===== src/sv/udpc_pkg.sv =====
package udpc_pkg;

	localparam int WORD_W = 16;
	localparam int POS_W  = 3;

	// position of the UDP checksum field within the segment
	localparam logic [POS_W-1:0] CSUM_SLOT = 3'd3;
	localparam logic [POS_W-1:0] POS_LIMIT = 3'd4;

	localparam logic [WORD_W-1:0] ODD_TAIL_MASK = 16'hff00;

	// control for one accumulate step
	typedef struct packed {
		logic fire;
		logic first;
		logic last;
		logic high_byte_only;
	} step_ctl_t;

	// end-around fold of a 17-bit sum; result always fits 16 bits
	function automatic logic [WORD_W-1:0] fold17(input logic [WORD_W:0] s);
		logic [WORD_W:0] t;
		t = {1'b0, s[WORD_W-1:0]} + {{WORD_W{1'b0}}, s[WORD_W]};
		return t[WORD_W-1:0];
	endfunction

endpackage


===== src/sv/udpc_pseudo_sum.sv =====
module udpc_pseudo_sum (
	input  logic [31:0]                 source_address,
	input  logic [31:0]                 dest_address,
	input  logic [7:0]                  protocol_number,
	input  logic [15:0]                 segment_length,
	output logic [udpc_pkg::WORD_W-1:0] pseudo
);
	import udpc_pkg::*;

	logic [WORD_W+2:0] total;
	logic [WORD_W:0]   fold_a;

	// five 16-bit terms and one 8-bit term; 19 bits cannot overflow
	assign total = {3'b000, source_address[31:16]}
		+ {3'b000, source_address[15:0]}
		+ {3'b000, dest_address[31:16]}
		+ {3'b000, dest_address[15:0]}
		+ {11'd0, protocol_number}
		+ {3'b000, segment_length};

	assign fold_a = {1'b0, total[WORD_W-1:0]} + {{(WORD_W-2){1'b0}}, total[WORD_W+2:WORD_W]};
	assign pseudo = fold17(fold_a);

endmodule


===== src/sv/udpc_accum.sv =====
module udpc_accum (
	input  logic                        clk,
	input  logic                        arst_n,
	input  udpc_pkg::step_ctl_t         step,
	input  logic [udpc_pkg::WORD_W-1:0] word,
	input  logic [udpc_pkg::WORD_W-1:0] pseudo,
	output logic [udpc_pkg::WORD_W-1:0] sum_next
);
	import udpc_pkg::*;

	logic [WORD_W-1:0] sum_q;
	logic [POS_W-1:0]  pos_q;
	logic [WORD_W-1:0] base;
	logic [POS_W-1:0]  pos;
	logic [WORD_W-1:0] term;

	always_comb begin
		base = step.first ? pseudo : sum_q;
		pos  = step.first ? '0 : pos_q;
		term = step.high_byte_only ? (word & ODD_TAIL_MASK) : word;
		if (pos == CSUM_SLOT) begin
			term = '0;
		end
		sum_next = fold17({1'b0, base} + {1'b0, term});
	end

	always_ff @(posedge clk or negedge arst_n) begin
		if (!arst_n) begin
			sum_q <= '0;
			pos_q <= '0;
		end else if (step.fire) begin
			if (step.last) begin
				sum_q <= '0;
				pos_q <= '0;
			end else begin
				sum_q <= sum_next;
				pos_q <= (pos < POS_LIMIT) ? pos + 1'b1 : pos;
			end
		end
	end

	a_pos_range: assert property (@(posedge clk) disable iff (!arst_n)
		pos_q <= POS_LIMIT)
		else $error("word position out of range");

	a_clear_after_last: assert property (@(posedge clk) disable iff (!arst_n)
		(step.fire && step.last) |=> (sum_q == '0 && pos_q == '0))
		else $error("sum not cleared after last beat");

endmodule


===== src/sv/udp_ipv4_checksum.sv =====
// channel   handshake                 payload
// segment   seg_valid / seg_ready     segment_word, high_byte_only, first_word,
//                                     last_word, source_address, dest_address,
//                                     protocol_number, segment_length
// checksum  csum_valid / csum_ready   checksum
//
// One beat per cycle sustained while no last beat waits on a held result. A beat is
// registered (pseudo header already summed) and accumulated from that register, and a
// last beat loads the result register, from which the checksum is presented.
// Reset clears the running sum, word position and both valid flags.
// A held result stalls a last beat in the input register, and the input stalls behind it.
module udp_ipv4_checksum (
	input  logic        clk,
	input  logic        arst_n,
	input  logic        seg_valid,
	output logic        seg_ready,
	input  logic [15:0] segment_word,
	input  logic        high_byte_only,
	input  logic        first_word,
	input  logic        last_word,
	input  logic [31:0] source_address,
	input  logic [31:0] dest_address,
	input  logic [7:0]  protocol_number,
	input  logic [15:0] segment_length,
	output logic        csum_valid,
	input  logic        csum_ready,
	output logic [15:0] checksum
);
	import udpc_pkg::*;

	logic              valid_s1;
	logic [WORD_W-1:0] word_s1;
	logic [WORD_W-1:0] pseudo_s1;
	logic              odd_s1;
	logic              first_s1;
	logic              last_s1;
	logic [WORD_W-1:0] pseudo;
	logic [WORD_W-1:0] sum_next;
	logic              advance;
	logic              out_free;
	logic              seg_fire;
	logic              out_valid_q;
	logic [WORD_W-1:0] checksum_q;
	step_ctl_t         step;

	udpc_pseudo_sum u_pseudo (
		.source_address (source_address),
		.dest_address   (dest_address),
		.protocol_number(protocol_number),
		.segment_length (segment_length),
		.pseudo         (pseudo)
	);

	assign out_free  = !out_valid_q || csum_ready;
	assign advance   = valid_s1 && (!last_s1 || out_free);
	assign seg_ready = !valid_s1 || advance;
	assign seg_fire  = seg_valid && seg_ready;

	always_ff @(posedge clk or negedge arst_n) begin
		if (!arst_n) begin
			valid_s1 <= 1'b0;
		end else if (seg_ready) begin
			valid_s1 <= seg_valid;
		end
	end

	always_ff @(posedge clk) begin
		if (seg_fire) begin
			word_s1   <= segment_word;
			pseudo_s1 <= pseudo;
			odd_s1    <= high_byte_only;
			first_s1  <= first_word;
			last_s1   <= last_word;
		end
	end

	assign step = '{fire: advance, first: first_s1, last: last_s1, high_byte_only: odd_s1};

	udpc_accum u_accum (
		.clk     (clk),
		.arst_n  (arst_n),
		.step    (step),
		.word    (word_s1),
		.pseudo  (pseudo_s1),
		.sum_next(sum_next)
	);

	always_ff @(posedge clk or negedge arst_n) begin
		if (!arst_n) begin
			out_valid_q <= 1'b0;
		end else if (advance && last_s1) begin
			out_valid_q <= 1'b1;
		end else if (csum_ready) begin
			out_valid_q <= 1'b0;
		end
	end

	always_ff @(posedge clk) begin
		if (advance && last_s1) begin
			checksum_q <= ~sum_next;
		end
	end

	assign csum_valid = out_valid_q;
	assign checksum   = checksum_q;

	a_ready_when_empty: assert property (@(posedge clk) disable iff (!arst_n)
		!seg_ready |-> (valid_s1 && last_s1 && out_valid_q && !csum_ready))
		else $error("input stalled without a blocked last beat");

	a_result_source: assert property (@(posedge clk) disable iff (!arst_n)
		(csum_valid && !$past(csum_valid && !csum_ready)) |-> $past(advance && last_s1))
		else $error("result appeared without a last beat");

	a_no_overwrite: assert property (@(posedge clk) disable iff (!arst_n)
		(advance && last_s1) |-> out_free)
		else $error("pending result overwritten");

endmodule


===== config.mk =====
export PLATFORM = sky130hd
export DESIGN_NAME = udp_ipv4_checksum
export DESIGN_NICKNAME = d
export VERILOG_FILES = /design/src/sv/udpc_pkg.sv /design/src/sv/udpc_pseudo_sum.sv /design/src/sv/udpc_accum.sv /design/src/sv/udp_ipv4_checksum.sv
export SDC_FILE = /design/constraint.sdc
export NUM_CORES = 1
export LEC_CHECK = 0
export BUFFER_PORTS_ARGS = -buffer_cell sky130_fd_sc_hd__buf_2
export CORE_MARGIN = 1.5
export CORE_UTILIZATION = 58
export CTS_CLUSTER_DIAMETER = 100
export DETAILED_ROUTE_END_ITERATION = 16
export PLACE_DENSITY = 0.82
export SYNTH_ARGS = -nofsm -noshare
export SYNTH_HDL_FRONTEND = slang
export SYNTH_SLANG_ARGS = --single-unit

===== constraint.sdc =====
create_clock -name clk -period 5.7 [get_ports clk]
set_clock_uncertainty 0.1 [all_clocks]
set_input_delay 1.425 -clock clk [delete_from_list [all_inputs] [get_ports clk]]
set_output_delay 1.425 -clock clk [all_outputs]
set_load 0.02 [all_outputs]

Word-level counts from Yosys, hierarchy flattened. Index checks and enable logic that the tools add are counted. Widths: inputs -> output; s select.

Register bits: 72. Bits of input ports: 111. Output and inout port bits: 18. Word-level logic and storage cells: 42.

Add/sub/neg operators: 10. Order comparisons: 1. Equality and inequality tests: 1. Multiplexer cells: 9. Bitwise gates (word level): 1. Reduce and logical (&&, ||, !) cells: 10.

Operators by type and width (count): $add 19x16->19 (3); $mux 16 (3); $add 16x16->17 (2); $add 16x1->16 (2); $add 19x8->19 (1); $add 16x3->17 (1); $not 16->16 (1); $mux 3 (3); $mux 8 (1); $add 3x1->3 const B (1); $eq 3x2->1 const B (1); $logic_and 1x1->1 (3); $logic_not 1->1 (3); $logic_or 1x1->1 (3); $lt 3x3->1 const B (1); $mux 1 (2); $reduce_bool 2->1 (1).

Longest topological paths before layout. Gate-level depths: netlist of the first run.

Depth after elaboration: 7. Gate-level depth with buffers: 39. Mapped depth without buffers: 39.

Modules after synthesis. Synthesis of the first run repeated with hierarchy kept, for this count alone.

Cell total of the unflattened synthesis: 715. Area total of the unflattened synthesis: 7149.4 sq um.

By module, submodules not included: udpc_pseudo_sum (times used 1, cells an instance 390, area each 3228.1 sq um, sequential area each 0.0 sq um); udpc_accum (times used 1, cells an instance 248, area each 2212.1 sq um, sequential area each 475.5 sq um); udp_ipv4_checksum (times used 1, cells an instance 77, area each 1709.1 sq um, sequential area each 1581.5 sq um).

Worst setup path after synthesis of the first run. No wires, ideal clock.

Path type: input to register. Start: in source_address[0]. End: reg pseudo_s1[14], data pin. Library setup time: 0.260 ns. Arrival time: 8.436 ns. Data required time: 5.340 ns. Path slack: -3.097 ns. Stages: 37. Buffers on the path: 0. Path through: ha_1 inv_1 fa_1 nor2b_1 o21ai_0 a21oi_1 o21ai_0 nor2b_1 xnor2_1 fa_1 fa_1 inv_1 fa_1 inv_1 ha_1 or3_1 a21oi_1 nor2_1 o221ai_1 o21ai_0 a21oi_1 o21bai_1 a21oi_1 xnor2_1 fa_1 a21oi_1 nor2_1 nand3_1 nor4b_4 nand2_1 nor2_1 ha_1 ha_1 and2_1 and4bb_1 nand3_1 xor2_1.

Longest elaborated chain between the ends: 7.

RTL lines: start: declaration (line udp_ipv4_checksum.sv:21) `input logic [31:0] source_address,`; $add 16x16->17 (line udpc_pseudo_sum.sv:15) `+ {3'b000, source_address[15:0]}`; $add 19x16->19 (line udpc_pseudo_sum.sv:16) `+ {3'b000, dest_address[31:16]}`; $add 19x16->19 (line udpc_pseudo_sum.sv:17) `+ {3'b000, dest_address[15:0]}`; $add 19x8->19 (line udpc_pseudo_sum.sv:18) `+ {11'd0, protocol_number}`; $add 19x16->19 (line udpc_pseudo_sum.sv:19) `+ {3'b000, segment_length};`; $add 16x3->17 (line udpc_pseudo_sum.sv:21) `assign fold_a = {1'b0, total[WORD_W-1:0]} + {{(WORD_W-2){1'b0}}, total[WORD_W+2:WORD_W]};`; $add 16x1->16 (line udpc_pkg.sv:23) `t = {1'b0, s[WORD_W-1:0]} + {{WORD_W{1'b0}}, s[WORD_W]};`; via pseudo[14] (line udp_ipv4_checksum.sv:37) `logic [WORD_W-1:0] pseudo;`; end signal: assignment (line udp_ipv4_checksum.sv:70) `pseudo_s1 <= pseudo;`; end: declaration (line udp_ipv4_checksum.sv:33) `logic [WORD_W-1:0] pseudo_s1;`.

The timed path passes the listed nets, and every way through them passes these cells. A chain may end at the register's enable or synchronous reset.

Final worst setup path of the first run.
Start: in source_address[16]. End: reg pseudo_s1[14], data pin.

The elaborated chain is that of the path after synthesis.

==> results of run 1 <==
synthesized netlist by cell type, types with 5 or more instances:
| master | number |
|---|---|
| and2_1 | 24 |
| nor2b_1 | 11 |
| o21bai_1 | 5 |
| a21oi_1 | 32 |
| dfrtp_1 | 21 |
| or3_1 | 9 |
| nor2_1 | 53 |
| nand2b_1 | 7 |
| xnor2_1 | 44 |
| o21ai_1 | 6 |
| xor2_1 | 25 |
| mux2_2 | 16 |
| o31ai_1 | 5 |
| ha_1 | 69 |
| o21ai_0 | 32 |
| nor3_1 | 9 |
| fa_1 | 43 |
| and3_1 | 7 |
| a211oi_1 | 9 |
| nand2_1 | 46 |
| clkbuf_1 | 6 |
| a21o_1 | 11 |
| o21a_1 | 6 |
| inv_1 | 79 |
| edfxtp_1 | 51 |
| nand3_1 | 17 |
flip-flops by register name, summed over array words and instances (netlist names):
signal,flops
u_accum.pos_q,3
u_accum.sum_q,16
checksum,16
pseudo_s1,16
first_s1,1
word_s1,16
odd_s1,1
valid_s1,1
csum_valid,1
last_s1,1
layout make-up:
cell class	count	area, µm²	share of cell area (%)
Clock inverter	6	82.6	0.829
Clock buffer	10	239	2.40
Inverter	79	297	2.98
Timing Repair Buffer	275	1770	17.8
Multi-Input combinational cell	564	5310	53.3
Sequential cell	72	2060	20.6
Tap cell	168	210	2.11
cells by family (layout without fill, tap and decap cells):
logic type	after synthesis	after routing	synth area share, %
buffers and inverters	90	370	4.91
multiplexers	20	20	3.04
AND/OR/NAND/NOR	219	219	16.9
flip-flops	72	72	28.4
XOR/XNOR	72	72	9.19
adder cells (fa/ha/maj)	112	112	23.8
AO/OA/AOI/OAI	141	141	13.7
metrics by stage:
| stage | worst slack, ns | instances |
|---|---|---|
| after floorplan | -2.78 | 726 |
| after global routing | -3.04 | 1174 |
| after global placement | -2.91 | 1130 |
| final | -2.79 | 1174 |
| after CTS | -2.61 | 1165 |
| after detailed placement | -3.26 | 1130 |
power breakdown:
| group | leakage [nW] | switching (W) | total, W | internal, W |
|---|---|---|---|---|
| logic | 3.65 | 0.00315 | 0.00611 | 0.00295 |
| clock network | 0.160 | 0.000205 | 0.000597 | 0.000392 |
| registers | 0.760 | 0.0000689 | 0.000933 | 0.000864 |
| total | 4.57 | 0.00343 | 0.00764 | 0.00421 |
metal layers:
metal / up-vias / track usage, %
li1: 3115 / -
met1: 3195 / 27.8
met2: 291 / 58.3
met3: 82 / 3.60
met4: 0 / 12.8
met5: - / 0
worst max-delay path: cells and delay by family:
family / cells / cell delay (ns)
AOI/OAI and AO/OA: 10 / 1.41
buffers and inverters: 4 / 0.40
adders and majority gates: 9 / 2.45
xor gates and xnor gates: 3 / 0.46
and+or+nand+nor: 12 / 2.33
what timing repair did:
action                                 4_1_cts  5_1_grt
resized for setup                           41       37
buffers inserted                            20       10
endpoints found under the hold margin        0        0
pin swaps                                   57       39
setup endpoints to repair                   18       26
final timing paths:
path / cells past startpoint / slack [ns] / startpoint / end
max: 38 / -2.79 / source_address[16] / pseudo_s1[14]$_DFFE_PP_
min: 2 / 0.39 / u_accum.sum_q[1]$_DFFE_PN0P_ / u_accum.sum_q[1]$_DFFE_PN0P_
max reg2reg: 25 / 0.24 / u_accum.pos_q[0]$_DFFE_PN0P_ / u_accum.sum_q[12]$_DFFE_PN0P_
min reg2reg: 2 / 0.39 / u_accum.sum_q[1]$_DFFE_PN0P_ / u_accum.sum_q[1]$_DFFE_PN0P_
max in group asynchronous: 1 / 4.17 / arst_n / valid_s1$_DFFE_PN0N_
min in group asynchronous: 1 / 0.96 / arst_n / u_accum.sum_q[1]$_DFFE_PN0P_
==> flow_metrics.py, run 1 <==
metrics = {
    "synthesis": {
        "avgSynthCellArea_um2": 9.96,
        "synth_fp_nets": 949,
        "synth_top_cell_by_area": "edfxtp_1",
        "synth_top_area_share_pct": 21.2,
        "async_flop_share_pct": 29.2,
        "ys_ff_latch": 72,
        "yosysWarnings": 0,
        "synth_cells": 726,
        "synthFlopType": "edfxtp_1",
        "synth_area_leaders": "edfxtp_1 (21%), ha_1 (12%), fa_1 (12%), dfrtp_1 (7.3%), xnor2_1 (5.3%)",
        "synth_edf_count": 51,
        "yosysUniqueCellTypes": 79,
        "yosysSeqAreaShare_pct": 28.4,
        "synth_area_mm2": 0.00723,
    },
    "floorplan": {
        "boundaryPins": 129,
        "die-height_um": 115,
        "initial_core_util_pct": 59.7,
        "num_rows": 40,
        "die_area_mm2": 0.0132,
        "die_w_um": 115,
        "core_mm2": 0.0121,
    },
    "outcome": {
        "outcome": "finished with violations",
        "violations": "negative setup slack",
    },
    "global_route": {
        "grt_antenna_before_repair": 0,
        "grt_overflow": 0,
        "grt_pass1_vias": 6749,
        "grtUsageTotal_pct": 28.4,
        "grt_pass1_wl_mm": 29.4,
        "grt_max_degree": 36,
    },
    "timing": {
        "setup-tns-final_ns": -40.39,
        "finalSetupViolCount": 16,
        "hold_ws_ns": 0.392,
        "worst_slack_ns": -2.79,
        "max_freq_mhz": 118,
        "period_minus_slack_ns": 8.49,
        "final_max_slew_viol_count": 0,
        "worstMarginPinSlew_ns": 0.757,
        "final_hold_viol_count": 0,
        "slew_headroom_pct": 48.2,
        "rsz0062_at_grt": "yes",
        "post-route-period-util_pct": 149,
    },
    "critical_path": {
        "cp-start-kind": "input port",
        "crit_fanout": 3,
        "worstSetupPathType": "in -> reg",
        "crit_path_end_kind": "flop",
        "required_ns": 5.69,
        "cpMaxStageDelayCell": "fa_1",
        "cp_common_cell": "ha_4",
        "worstPathArrival_ns": 8.47,
        "cpPeakStageDelay_ns": 0.60,
    },
    "power": {
        "powerDensity_mw_per_mm2": 766,
        "power_leakage_nw": 4.57,
        "power_w": 0.00764,
        "ir_worst_vdd_mv": 0.475,
    },
    "placed_design": {
        "placed_cell_area_mm2": 0.00901,
        "gp_congestion": 0.912,
        "portBuffers": 128,
        "post-dp-hpwl_mm": 14.4,
    },
    "clock_network": {
        "hold_buffers": 0,
        "cts_root_buffer": "clkbuf_16",
        "htreeDepth": 3,
        "clock_latency_ns": 0.34,
        "cts_buffers": 9,
        "numClockSinks": 72,
        "clockBufferDepth": 2,
        "cts_tree": "done",
        "clk_pin_slew_worst_paths_ns": 0.06,
    },
    "final_layout": {
        "layout-drive-gt1-share_pct": 40.7,
        "area_growth_pct": 37.8,
        "fillers": 688,
        "design_area_mm2": 0.00996,
        "layout_commonest_cell": "buf_4",
        "final_nets": 1224,
        "layout_common_cells": "buf_4 (143), buf_2 (126), inv_1 (77)",
        "antenna_cells": 0,
        "utilization_pct": 82.3,
    },
    "route": {
        "dr.pass1.iters": 7,
        "routedLengthMet1_mm": 7.22,
        "num_vias": 6683,
        "wl_met3_um": 975,
        "via_per_inst": 5.69,
        "drc": 0,
        "wl_met2_mm": 11.2,
        "drt_iter0_drc": 346,
        "top_layer": "met4",
        "drt_wl_total_mm": 20.4,
        "ant_nets": 0,
        "wl_per_cell_um": 17.4,
    },
    "flow_run": {
        "maxCapViolations": 0,
    },
    "min_path": {
        "hold_path.class": "reg -> reg",
    },
}
Power figures use the tool's default switching activity.
==> inputs of run 2 (changes only) <==
--- a/config.mk
+++ b/config.mk
@@ -6,11 +6,13 @@
 export NUM_CORES = 1
 export LEC_CHECK = 0
 export BUFFER_PORTS_ARGS = -buffer_cell sky130_fd_sc_hd__buf_2
+export CAP_MARGIN = 20
 export CORE_MARGIN = 1.5
 export CORE_UTILIZATION = 58
 export CTS_CLUSTER_DIAMETER = 100
 export DETAILED_ROUTE_END_ITERATION = 16
-export PLACE_DENSITY = 0.82
+export PLACE_DENSITY = 0.83
 export SYNTH_ARGS = -nofsm -noshare
 export SYNTH_HDL_FRONTEND = slang
+export SYNTH_HIERARCHICAL = 1
 export SYNTH_SLANG_ARGS = --single-unit
==> flow_metrics.py, run 2 <==
metrics = {
    "timing": {
        "worstMarginPinSlew_ns": 1.01,
        "slew_headroom_pct": 32.5,
        "final_hold_viol_count": 0,
        "final_max_slew_viol_count": 0,
        "setup-tns-final_ns": -30.95,
        "max_freq_mhz": 125,
        "worst_slack_ns": -2.33,
        "period_minus_slack_ns": 8.03,
        "rsz0062_at_grt": "yes",
        "post-route-period-util_pct": 141,
        "finalSetupViolCount": 16,
    },
    "power": {
        "power.internal_w": 0.00347,
        "pwr-share-comb_pct": 75.1,
        "pwr-share-seq_pct": 15.0,
        "power_leakage_nw": 4.66,
        "power_switching_w": 0.00252,
        "clockPowerShare_pct": 9.9,
        "p_sw_share_pct": 42.1,
        "powerDensity_mw_per_mm2": 642,
        "ir_worst_vdd_mv": 0.341,
    },
    "synthesis": {
        "synthFlopType": "edfxtp_1",
        "yosysUniqueCellTypes": 80,
        "synth_area_leaders": "edfxtp_1 (21%), fa_1 (16%), inv_1 (8.8%), ha_1 (8.4%), dfrtp_1 (7.4%)",
        "yosysWarnings": 6,
        "avgSynthCellArea_um2": 10.0,
        "synthTopCellsByCount": "inv_1 (168), fa_1 (58), edfxtp_1 (51), ha_1 (48), xnor2_1 (36)",
        "ys_ff_latch": 72,
        "async_flop_share_pct": 29.2,
        "synth_cells": 715,
        "synth_fp_nets": 932,
        "synth.most_common_cell": "inv_1",
        "synth_top_area_share_pct": 21.4,
        "yosysSeqAreaShare_pct": 28.8,
        "synth_area_mm2": 0.00715,
        "synth_edf_count": 51,
        "synth_top_cell_by_area": "edfxtp_1",
    },
    "global_route": {
        "grtUsageTotal_pct": 25.3,
        "grt_antenna_before_repair": 0,
        "grt_pass1_vias": 6124,
        "grt_overflow": 0,
        "grt_pass1_wl_mm": 26.1,
        "grt_max_degree": 36,
    },
    "critical_path": {
        "crit_fanout": 2,
        "cpMaxStageDelayCell": "fa_1",
        "required_ns": 5.68,
        "cp_common_cell": "fa_1",
        "worstSetupPathType": "in -> reg",
        "crit_buf_inv": 7,
        "worstPathArrival_ns": 8.01,
        "cp-start-kind": "input port",
        "cpLargestDelayFamily": "simple AND/OR/NAND/NOR gates",
        "crit_path_end_kind": "flop",
        "cpPeakStageDelay_ns": 0.54,
    },
    "route": {
        "wl_per_cell_um": 14.4,
        "drc": 0,
        "ant_nets": 0,
        "dr.pass1.iters": 4,
        "num_vias": 5896,
        "drt_iter0_drc": 215,
        "via_per_inst": 5.37,
        "drt_wl_total_mm": 15.8,
    },
    "final_layout": {
        "layout_commonest_cell": "inv_1",
        "design_area_mm2": 0.00933,
        "utilization_pct": 77.7,
        "layout_common_cells": "inv_1 (156), buf_2 (125), buf_4 (102)",
        "antenna_cells": 0,
        "final_nets": 1163,
        "layout-drive-gt1-share_pct": 36.0,
        "area_growth_pct": 30.5,
    },
    "clock_network": {
        "numClockSinks": 72,
        "clk_pin_slew_worst_paths_ns": 0.05,
        "cts_tree": "done",
        "clockBufferDepth": 2,
        "cts_buffers": 9,
        "clock_latency_ns": 0.33,
        "cts_root_buffer": "clkbuf_16",
        "htreeDepth": 3,
    },
    "min_path": {
        "hold_path.class": "reg -> reg",
    },
    "floorplan": {
        "die_w_um": 114,
        "num_rows": 40,
        "core_mm2": 0.0120,
        "initial_core_util_pct": 59.5,
        "boundaryPins": 129,
        "die-height_um": 114,
        "die_area_mm2": 0.0130,
    },
    "outcome": {
        "outcome": "finished with violations",
        "violations": "negative setup slack",
    },
    "flow_run": {
        "maxCapViolations": 0,
    },
    "placed_design": {
        "placed_cell_area_mm2": 0.00872,
        "portBuffers": 128,
        "gp_congestion": 0.892,
        "post-dp-hpwl_mm": 12.7,
    },
}
## run 2: logic make-up (layout without fill, tap and decap cells)
logic type / count (synthesis) / count (layout) / share of synthesized area (%)
adders and majority gates: 107 / 107 / 24.8
buffers and inverters: 181 / 417 / 9.68
and+or+nand+nor: 161 / 161 / 13.8
AOI/OAI and AO/OA: 120 / 120 / 13.3
muxes: 17 / 17 / 2.64
xor gates and xnor gates: 57 / 57 / 6.98
DFF: 72 / 72 / 28.8
## run 2: worst paths after layout
kind / start / to / slack, ns / cells past startpoint
worst max-delay path: source_address[2] / pseudo_s1[13]$_DFFE_PP_ / -2.33 / 37
worst min-delay path: u_accum/sum_q[15]$_DFFE_PN0P_ / u_accum/sum_q[15]$_DFFE_PN0P_ / 0.40 / 1
worst max register to register: first_s1$_DFFE_PP_ / checksum[10]$_DFFE_PP_ / 0.64 / 21
worst min register to register: u_accum/sum_q[15]$_DFFE_PN0P_ / u_accum/sum_q[15]$_DFFE_PN0P_ / 0.40 / 1
max in group asynchronous: arst_n / u_accum/sum_q[12]$_DFFE_PN0P_ / 4.22 / 1
min in group asynchronous: arst_n / u_accum/pos_q[0]$_DFFE_PN0P_ / 0.94 / 1
## run 2: area by class of cell
type / count / area (µm²)
Multi-Input combinational cell: 462 / 4660
Fill cell: 759 / 2680
Sequential cell: 72 / 2060
Timing Repair Buffer: 233 / 1460
Inverter: 168 / 641
Clock buffer: 10 / 229
Tap cell: 147 / 184
Clock inverter: 6 / 93.8
## run 2: what timing repair did
action / in CTS / in global routing
hold buffers: 0 / 0
gates resized for setup: 40 / 11
pin swaps: 45 / 16
endpoints found under the setup margin: 16 / 16
buffers inserted: 12 / 6
## run 2: power groups by stage
stage	logic (W)	clock network (W)	registers [W]
after floorplan	0.00257	0	0.000914
after global placement	0.00397	0	0.000901
after detailed placement	0.00414	0	0.000901
after CTS	0.00436	0.000599	0.000898
after global routing	0.00490	0.000618	0.000914
final	0.00450	0.000590	0.000901
## run 2: per-stage QoR
stage          cells  hold WS [ns]  power, W  setup slack [ns]
6_report        1098         0.403   0.00599             -2.33
5_1_grt         1098         0.428   0.00643             -2.58
4_1_cts         1096         0.406   0.00586             -2.31
3_5_place_dp    1069         0.395   0.00504             -2.87
3_3_place_gp    1069         0.368   0.00487             -2.63
2_1_floorplan    715         0.358   0.00348             -2.40
## run 2: metal layers
metal	vias up	global-route usage [%]	part of all wire (%)
li1	2855	-	-
met3	55	3.93	3.5
met5	-	0	0
met2	175	49.5	56
met4	0	13.4	4.4
met1	2811	25.5	36
==> inputs of run 3 (changes only) <==
--- a/config.mk
+++ b/config.mk
@@ -7,12 +7,11 @@
 export LEC_CHECK = 0
 export BUFFER_PORTS_ARGS = -buffer_cell sky130_fd_sc_hd__buf_2
 export CAP_MARGIN = 20
-export CORE_MARGIN = 1.5
+export CORE_MARGIN = 4
 export CORE_UTILIZATION = 58
 export CTS_CLUSTER_DIAMETER = 100
 export DETAILED_ROUTE_END_ITERATION = 16
-export PLACE_DENSITY = 0.83
+export PLACE_DENSITY = 0.82
 export SYNTH_ARGS = -nofsm -noshare
 export SYNTH_HDL_FRONTEND = slang
-export SYNTH_HIERARCHICAL = 1
 export SYNTH_SLANG_ARGS = --single-unit
==> flow_metrics.py, run 3 (synthesized netlist as in run 1, its figures left out) <==
metrics = {
    "outcome": {
        "outcome": "finished with violations",
        "violations": "negative setup slack",
    },
    "route": {
        "wl_per_cell_um": 17.4,
        "num_vias": 6636,
        "drt_wl_total_mm": 20.3,
        "dr.pass1.iters": 5,
        "drt_iter0_drc": 437,
        "via_per_inst": 5.69,
        "ant_nets": 0,
        "drc": 0,
    },
    "clock_network": {
        "cts_buffers": 9,
        "cts_tree": "done",
        "clock_latency_ns": 0.34,
        "cts_root_buffer": "clkbuf_16",
        "clk_pin_slew_worst_paths_ns": 0.05,
        "clockBufferDepth": 2,
        "numClockSinks": 72,
        "htreeDepth": 3,
    },
    "timing": {
        "setup-tns-final_ns": -43.27,
        "slew_headroom_pct": 35.5,
        "max_freq_mhz": 115,
        "worstMarginPinSlew_ns": 0.944,
        "period_minus_slack_ns": 8.68,
        "worst_slack_ns": -2.98,
        "final_hold_viol_count": 0,
        "finalSetupViolCount": 16,
        "final_max_slew_viol_count": 0,
        "hold_ws_ns": 0.386,
        "post-route-period-util_pct": 152,
        "rsz0062_at_grt": "yes",
    },
    "power": {
        "powerDensity_mw_per_mm2": 762,
        "power_leakage_nw": 4.50,
        "ir_worst_vdd_mv": 0.446,
    },
    "critical_path": {
        "reg2reg_to": "checksum[12]$_DFFE_PP_",
        "worst_r2r_path_depth": 25,
        "worstSetupPathType": "in -> reg",
        "r2r_start": "u_accum.pos_q[0]$_DFFE_PN0P_",
        "cpMaxStageDelayCell": "fa_1",
        "ff2ff_setup_slack_ns": 0.23,
        "cpPeakStageDelay_ns": 0.53,
        "required_ns": 5.69,
        "crit_path_end_kind": "flop",
        "cp-start-kind": "input port",
        "crit_fanout": 4,
        "worstPathArrival_ns": 8.67,
        "cp_common_cell": "a21oi_2",
    },
    "floorplan": {
        "initial_core_util_pct": 59.7,
        "die_w_um": 120,
        "num_rows": 40,
        "boundaryPins": 129,
        "core_mm2": 0.0121,
        "die-height_um": 120,
        "die_area_mm2": 0.0143,
    },
    "final_layout": {
        "layout-drive-gt1-share_pct": 39.6,
        "area_growth_pct": 35.3,
        "layout_common_cells": "buf_4 (139), buf_2 (125), inv_1 (77)",
        "antenna_cells": 0,
        "layout_commonest_cell": "buf_4",
        "final_nets": 1217,
    },
    "global_route": {
        "grt_pass1_wl_mm": 31.3,
        "grt_antenna_before_repair": 0,
        "grtUsageTotal_pct": 27.0,
        "grt_overflow": 0,
        "grt_max_degree": 36,
        "grt_pass1_vias": 6911,
    },
    "placed_design": {
        "portBuffers": 128,
        "post-dp-hpwl_mm": 14.5,
        "dp_worst_setup_slack_ns": -3.27,
        "gp_congestion": 0.875,
    },
    "flow_run": {
        "maxCapViolations": 0,
    },
    "min_path": {
        "hold_path.class": "reg -> reg",
        "min_to": "u_accum.sum_q[15]$_DFFE_PN0P_",
        "min_path_cells": 2,
        "hp-start": "u_accum.sum_q[15]$_DFFE_PN0P_",
    },
}
[run 3: cell types whose count changed in the layout (fill, tap and decap cells not counted), moves of 7 or more]
cell,before,now
inv_1,156,77
buf_4,102,139
nand2_1,19,46
nor2_1,23,48
ha_1,38,59
fa_1,56,41
a22o_1,14,2
o21ai_0,14,25
inv_2,10,2
a21oi_2,4,11
xnor2_1,33,40
[run 3: how the worst max path moves through the flow]
stage	start	end	slack, ns	cells past startpoint
2_1_floorplan	source_address[0]	pseudo_s1[14]$_DFFE_PP_	-2.78	38
3_3_place_gp	source_address[0]	pseudo_s1[14]$_DFFE_PP_	-2.91	36
3_5_place_dp	source_address[0]	pseudo_s1[15]$_DFFE_PP_	-3.27	35
4_1_cts	source_address[0]	pseudo_s1[14]$_DFFE_PP_	-2.41	36
5_1_grt	source_address[0]	pseudo_s1[15]$_DFFE_PP_	-3.21	36
6_report	source_address[0]	pseudo_s1[5]$_DFFE_PP_	-2.98	39
[run 3: area by class of cell]
cell class | instances | area, µm²
multi-input combinational | 564 | 5230
fill | 720 | 2330
sequential | 72 | 2060
timing repair buffer | 268 | 1710
inverter | 79 | 297
clock buffer | 12 | 258
tap | 168 | 210
clock inverter | 4 | 20.0
[run 3: worst max-delay path: cells and delay by family]
| family | cells | cell delay, ns |
|---|---|---|
| xor gates and xnor gates | 3 | 0.46 |
| and+or+nand+nor | 12 | 2.05 |
| buffers and inverters | 4 | 0.43 |
| adders and majority gates | 8 | 2.38 |
| AOI/OAI and AO/OA | 12 | 1.89 |
[run 3: per-stage QoR]
| step | total power (W) | utilization, % | cell area [µm²] | instances |
|---|---|---|---|---|
| 3_5_place_dp | 0.00604 | 74.1 | 8980 | 1126 |
| 2_1_floorplan | 0.00418 | - | 7320 | 726 |
| 4_1_cts | 0.00701 | 79.2 | 9600 | 1159 |
| 6_report | 0.00746 | 80.8 | 9780 | 1167 |
| 3_3_place_gp | 0.00579 | 74.1 | 8980 | 1126 |
| 5_1_grt | 0.00793 | 80.8 | 9780 | 1167 |
[run 3: layer usage]
metal	GRT usage, %	vias up	wire length [µm]
met2	50.6	309	10400
met5	0	-	0
met1	28.2	3118	7290
met3	4.05	114	1170
li1	-	3095	-
met4	16.2	0	1390
[run 3: power by group]
part	total, W	internal, W	switching, W
sequential	0.000933	0.000864	0.0000687
combinational	0.00600	0.00287	0.00313
clock	0.000520	0.000318	0.000203
total	0.00746	0.00406	0.00340
[run 3: timing repair]
item                       4_1_cts  5_1_grt
setup endpoints to repair       17       26
pin swaps                       32       36
resized for setup               42       24
cloned                           0        0
buffers inserted                18        8
hold buffers                     0        0
